## src/sv/vmt_pkg.sv

```systemverilog
// types, constants and codes shared by the vertex transform modules
package vmt_pkg;

  localparam int Dim   = 4;
  localparam int Lanes = 4;
  localparam int Cols  = 4;
  localparam int Pairs = Cols / 2;
  localparam int RowW  = $clog2(Lanes);
  localparam int ColW  = $clog2(Cols);
  localparam int RowsW = $clog2(Lanes + 1);

  typedef logic signed [31:0] q16_t;
  typedef logic signed [63:0] prod_t;
  typedef logic signed [64:0] pair_t;
  typedef logic signed [65:0] sum_t;
  typedef logic signed [49:0] trunc_t;

  localparam q16_t QOne = 32'sh0001_0000;
  localparam q16_t QMax = 32'sh7FFF_FFFF;
  localparam q16_t QMin = 32'sh8000_0000;

  typedef enum logic [1:0] {
    ModeLoad = 2'd0,
    ModeVec4 = 2'd1,
    ModeVec3 = 2'd2,
    ModeNone = 2'd3
  } mode_e;

  typedef struct packed {
    logic [1:0] mode;
    logic [3:0] coef_index;
    q16_t       coef_value;
    q16_t       in_x;
    q16_t       in_y;
    q16_t       in_z;
    q16_t       in_w;
  } vmt_in_t;

  typedef struct packed {
    q16_t out_x;
    q16_t out_y;
    q16_t out_z;
    q16_t out_w;
    logic overflow;
  } vmt_out_t;

  typedef struct packed {
    logic prod_en;
    logic pair_en;
    logic out_en;
  } pipe_en_t;

endpackage

```

## src/sv/vmt_merge.sv

```systemverilog
// merging stage: final sums, truncation, saturation and overflow of all lanes
module vmt_merge import vmt_pkg::*; (
  input  logic     clk_i,
  input  pipe_en_t en_i,
  input  pair_t    pair_i [Lanes][Pairs],
  output vmt_out_t result_o
);

  sum_t     sum   [Lanes];
  trunc_t   trunc [Lanes];
  q16_t     res   [Lanes];
  logic     ovf   [Lanes];
  vmt_out_t result_d;
  vmt_out_t result_q;

  always_comb begin
    for (int r = 0; r < Lanes; r++) begin
      sum[r] = '0;
      for (int p = 0; p < Pairs; p++) begin
        sum[r] = sum[r] + sum_t'(pair_i[r][p]);
      end
      trunc[r] = $signed(sum[r][65:16]);
      res[r]   = q16_t'(trunc[r]);
      ovf[r]   = 1'b0;
      if (trunc[r] > trunc_t'(QMax)) begin
        res[r] = QMax;
        ovf[r] = 1'b1;
      end else if (trunc[r] < trunc_t'(QMin)) begin
        res[r] = QMin;
        ovf[r] = 1'b1;
      end
    end
    result_d.out_x    = res[0];
    result_d.out_y    = res[1];
    result_d.out_z    = res[2];
    result_d.out_w    = res[3];
    result_d.overflow = ovf[0] | ovf[1] | ovf[2] | ovf[3];
  end

  always_ff @(posedge clk_i) begin
    if (en_i.out_en) begin
      result_q <= result_d;
    end
  end

  assign result_o = result_q;

endmodule

```

## config.mk

```make
export PLATFORM = sky130hd
export DESIGN_NAME = vmt_merge
export DESIGN_NICKNAME = d
export VERILOG_FILES = /design/src/sv/vmt_pkg.sv /design/src/sv/vmt_merge.sv
export SDC_FILE = /design/constraint.sdc
export NUM_CORES = 1
export LEC_CHECK = 0
export BUFFER_PORTS_ARGS = -buffer_cell sky130_fd_sc_hd__buf_2
export CAP_MARGIN = 40
export CORE_AREA = 8 8 245 247
export CTS_CLUSTER_DIAMETER = 50
export CTS_CLUSTER_SIZE = 10
export DETAILED_ROUTE_END_ITERATION = 8
export DIE_AREA = 0 0 253 255
export GPL_TIMING_DRIVEN = 0
export PLACE_DENSITY = 0.69
export REMOVE_ABC_BUFFERS = 1
export SLEW_MARGIN = 30
export SYNTH_ARGS = -nofsm -noshare
export SYNTH_HDL_FRONTEND = slang
export SYNTH_SLANG_ARGS = --single-unit
```

## constraint.sdc

```tcl
create_clock -name clk_i -period 10.2 [get_ports clk_i]
set_input_delay 2.04 -clock clk_i [delete_from_list [all_inputs] [get_ports clk_i]]
set_output_delay 2.04 -clock clk_i [all_outputs]
set_load 0.01 [all_outputs]
```

-- After elaboration in Yosys (flattened, before gate mapping)
Index checks and enable logic that the tools add are counted.
- bits in registers: 129
- input port bits: 524
- output and inout bits: 129
- logic and storage cells: 32
- $add $sub $neg: 4
- $lt $le $gt $ge: 8
- mux-type cells: 12
- bitwise operators: 3
- operators by type and width (operator ; count):
    adder 65 x 65 -> 66 bit ; 4
    > comparator 50 x 32 -> 1 bit, second input constant ; 4
    less-than comparator 50 x 32 -> 1 bit, second input constant ; 4
    two-way mux 32 bit ; 4
    two-way mux 1 bit ; 8
    bitwise OR 1 bit ; 3

-- Longest topological paths before layout
- depth after elaboration: 7
- mapped depth: 16
- gate-level depth less buffers: 14

-- Worst setup path after synthesis
No wires, ideal clock.
- path kind: input-to-reg
- start: input pair_i[308] in the netlist's numbering
- end: register result_q (netlist bit result_o[0]), data pin
- arrival: 5.270 ns
- path slack: 4.663 ns
- stages on the path: 15
- path buffers: 1
- path through: ha_1 > buf_2 > nand4_1 > or3_1 > or4_4 > nor3_2 > a2bb2oi_1 > mux2_4 > nor2_1 > nand3_1 > or4_4 > nor4b_4 > a41oi_1 > a211oi_1 > nand3_1
- RTL lines (what ; RTL line ; RTL):
    start: declaration ; vmt_merge.sv:5 ; input pair_t pair_i [Lanes][Pairs],
    end signal: assignment ; vmt_merge.sv:42 ; result_q <= result_d;
    end: declaration ; vmt_merge.sv:14 ; vmt_out_t result_q;

-- Worst setup path in the final report
- start: input pair_i[283] in the netlist's numbering
- end: register result_q (netlist bit result_o[90]), data pin
- word-level cells in the longest chain between the ends: 3
- elaborated cells between the ends (all ways): 4
- ends and longest elaborated chain (what ; RTL line ; RTL):
    adder 65 x 65 -> 66 bit (*) ; vmt_merge.sv:20 ; sum[r] = sum[r] + sum_t'(pair_i[r][p]);
    less-than comparator 50 x 32 -> 1 bit ; vmt_merge.sv:28 ; end else if (trunc[r] < trunc_t'(QMin)) begin
    two-way mux 32 bit ; vmt_merge.sv:28 ;
Every way passes the cells marked *; elsewhere a longest branch is shown, timed or not.
A chain may end at the register's enable or synchronous reset.

==> metrics.csv <==
metric,value,unit
outcome,finished clean,
dpl.hpwl,71.8,mm
row_count,87,
final_common_cell,buf_2,
max_stage_delay,0.57,ns
fillerInstances,5833,
fmax,0.149,GHz
dp_worst_setup_slack,3.16,ns
p_sw_share,43.4,%
ios,653,
drt_drc_violations_left,0,
finalHoldViolCount,0,
critPathKind,primary input to flip-flop,
layout_common_cells,"buf_2 (652), a21oi_1 (319), nand2_1 (298)",
worstPathRequired,10.42,ns
grt_pass1_vias,22300,
final_max_slew_viol_count,0,
p_comb_share,53.0,%
finalCritPeriodShare,65.8,%
synthDistinctLibCells,93,
hold_path.class,primary input to flip-flop,
cts_tree,done,
busiest_layer,met2,
fin_total_pwr,2820,uW
fp.dieH,255,um
met1_usage,31.2,%
grt_pass1_wl,125,mm
tightest_slew,0.794,ns
ys_seq_area_share,19.2,%
fin_util,44.2,%
layout_min_cycle_time,6.71,ns
ys_async_sr_fraction,0,%
drt_iter0_markers,1802,
synth_area_per_cell,7.65,um2
worst_ir_drop_vdd,0.126,mV
met3_usage,4.42,%
cp_max_fo,12,
cts_setup_buffers,0,
p_leak,0.0106,uW
powerDensity,114,nW/um2
syn_area,20100,um2
cp-start-kind,primary input,
die_x,253,um
setup_viol,0,
finalWirelength,83.7,mm
ys.warnings.count,0,
slew_headroom,46.5,%
path_clk_slew,0.08,ns
place_congestion,0.969,
num-nets-final,3984,
initial_core_util,36.0,%
grt-ovfl-total,0,
firstDrtPassIters,5,
ys_ff_latch,129,
largest_register_ffs,129,
cts.sinks,129,
wire_per_inst,21.0,um
rsz0062_at_grt,false,
cts_resized,0,
cts_root_buf,clkbuf_16,
timing.hold.ws,1.95,ns
synth_cells,2633,
synthToLayoutAreaGrowth,22.9,%
dieArea,64500,um2
path_cells,buf_2 > ha_1 > nand4_1 > or3_1 > or4_1 > a31oi_1 > a2111oi_0 > buf_1 > nor2_1 > a31oi_1 > a2111oi_0 > nand4b_1 > o31ai_4 > buf_6 > buf_6 > o21ai_2,
cts_buffers,17,
cts_htree_levels,4,
num_vias,23200,
setup_ws,3.49,ns
hold_buffers,0,
p_sw,1220,uW
power.share.clock,22.0,%
maxCapViolations,0,
ant_nets,0,
numPortBuffers,650,
grtUsageMet2,41.4,%
drive_gt1_share,24.2,%
synth-main-ff-cell,edfxtp_1,
routed_via_density,5.81,
grt_max_degree,47,
critPathCaptureType,flip-flop,
synth_edf_count,129,
p_int,1590,uW
clockBufferDepth,2,
crit_slowest_cell,o31ai_4,
track_usage,24.5,%
critPathArrivalTime,6.94,ns
core-area,56000,um2
antenna_found_initial,14,
seq_power_share,25.0,%
final.setup.tns,0,ns
==> cell usage after synthesis (all sizes together) (11+ instances only) <==
library cell,instances,area [um2]
nor2b,16,100
nor3,50,260
nand4,118,738
o21a,34,255
ha,256,3200
or4,14,113
o31ai,20,164
edfxtp,129,3870
nand2b,11,68.8
nor2,210,788
nor4,27,181
o21ai,275,1490
buf,42,256
o211ai,26,195
and3,13,81.3
and2,16,100
clkbuf,76,285
xor2,83,727
or3,24,150
a21boi,14,105
a21oi,322,1620
inv,53,199
a211oi,39,303
xnor2,96,841
nand3,43,215
nand2,300,1130
a31oi,31,206
and4,12,105
o21bai,42,319
a21o,90,676
==> stage by stage <==
stage               cells  instance area [um2]
floorplan            2515                19600
global placement     3921                23800
detailed placement   3938                24100
CTS                  3970                24700
global route         3984                24800
finish               3985                24800
==> final cells by class <==
| class | count | area (um2) | area share [%] |
|---|---|---|---|
| multi-input combinational | 2332 | 15600 | 63.0 |
| sequential | 129 | 3870 | 15.6 |
| timing repair buffer | 670 | 3540 | 14.3 |
| tap | 756 | 946 | 3.82 |
| clock buffer | 18 | 429 | 1.73 |
| inverter | 54 | 203 | 0.819 |
| clock inverter | 14 | 130 | 0.526 |
| antenna | 12 | 30.0 | 0.121 |
==> worst paths after layout <==
kind | from | end | slack [ns] | cells past startpoint
max | pair_i[283] | result_o[90] | 3.49 | 16
min | en_i[0] | result_o[77] | 1.95 | 1
==> power groups by stage <==
| stage | clock, uW | sequential [uW] | combinational, uW |
|---|---|---|---|
| 6_report | 620 | 704 | 1490 |
| 3_5_place_dp | 0 | 714 | 1470 |
| 2_1_floorplan | 0 | 753 | 899 |
| 3_3_place_gp | 0 | 716 | 1440 |
| 5_1_grt | 657 | 711 | 1620 |
| 4_1_cts | 637 | 704 | 1470 |
==> routing by layer <==
layer,share of wire [%],up-vias
met1,43,10900
met2,48,982
met3,6.9,98
met5,0,-
met4,2.4,0
li1,-,11200
==> critical path: cells and delay by family <==
family,cells,cell delay [ns]
compound gates,6,1.92
simple gates,5,1.77
buf+inv,4,0.73
fa+ha+maj,1,0.45
==> cell families (layout without fill, tap and decap cells) <==
group | after synthesis | after routing | synth area share (%)
AOI/OAI and AO/OA | 1009 | 1009 | 31.8
and+or+nand+nor | 879 | 879 | 21.1
adders and majority gates | 256 | 256 | 15.9
xor gates and xnor gates | 179 | 179 | 7.78
buffers and inverters | 172 | 756 | 3.70
DFF | 129 | 129 | 19.2
muxes | 9 | 9 | 0.497
other | 0 | 12 | 0
(Power assumes the default switching activity.)
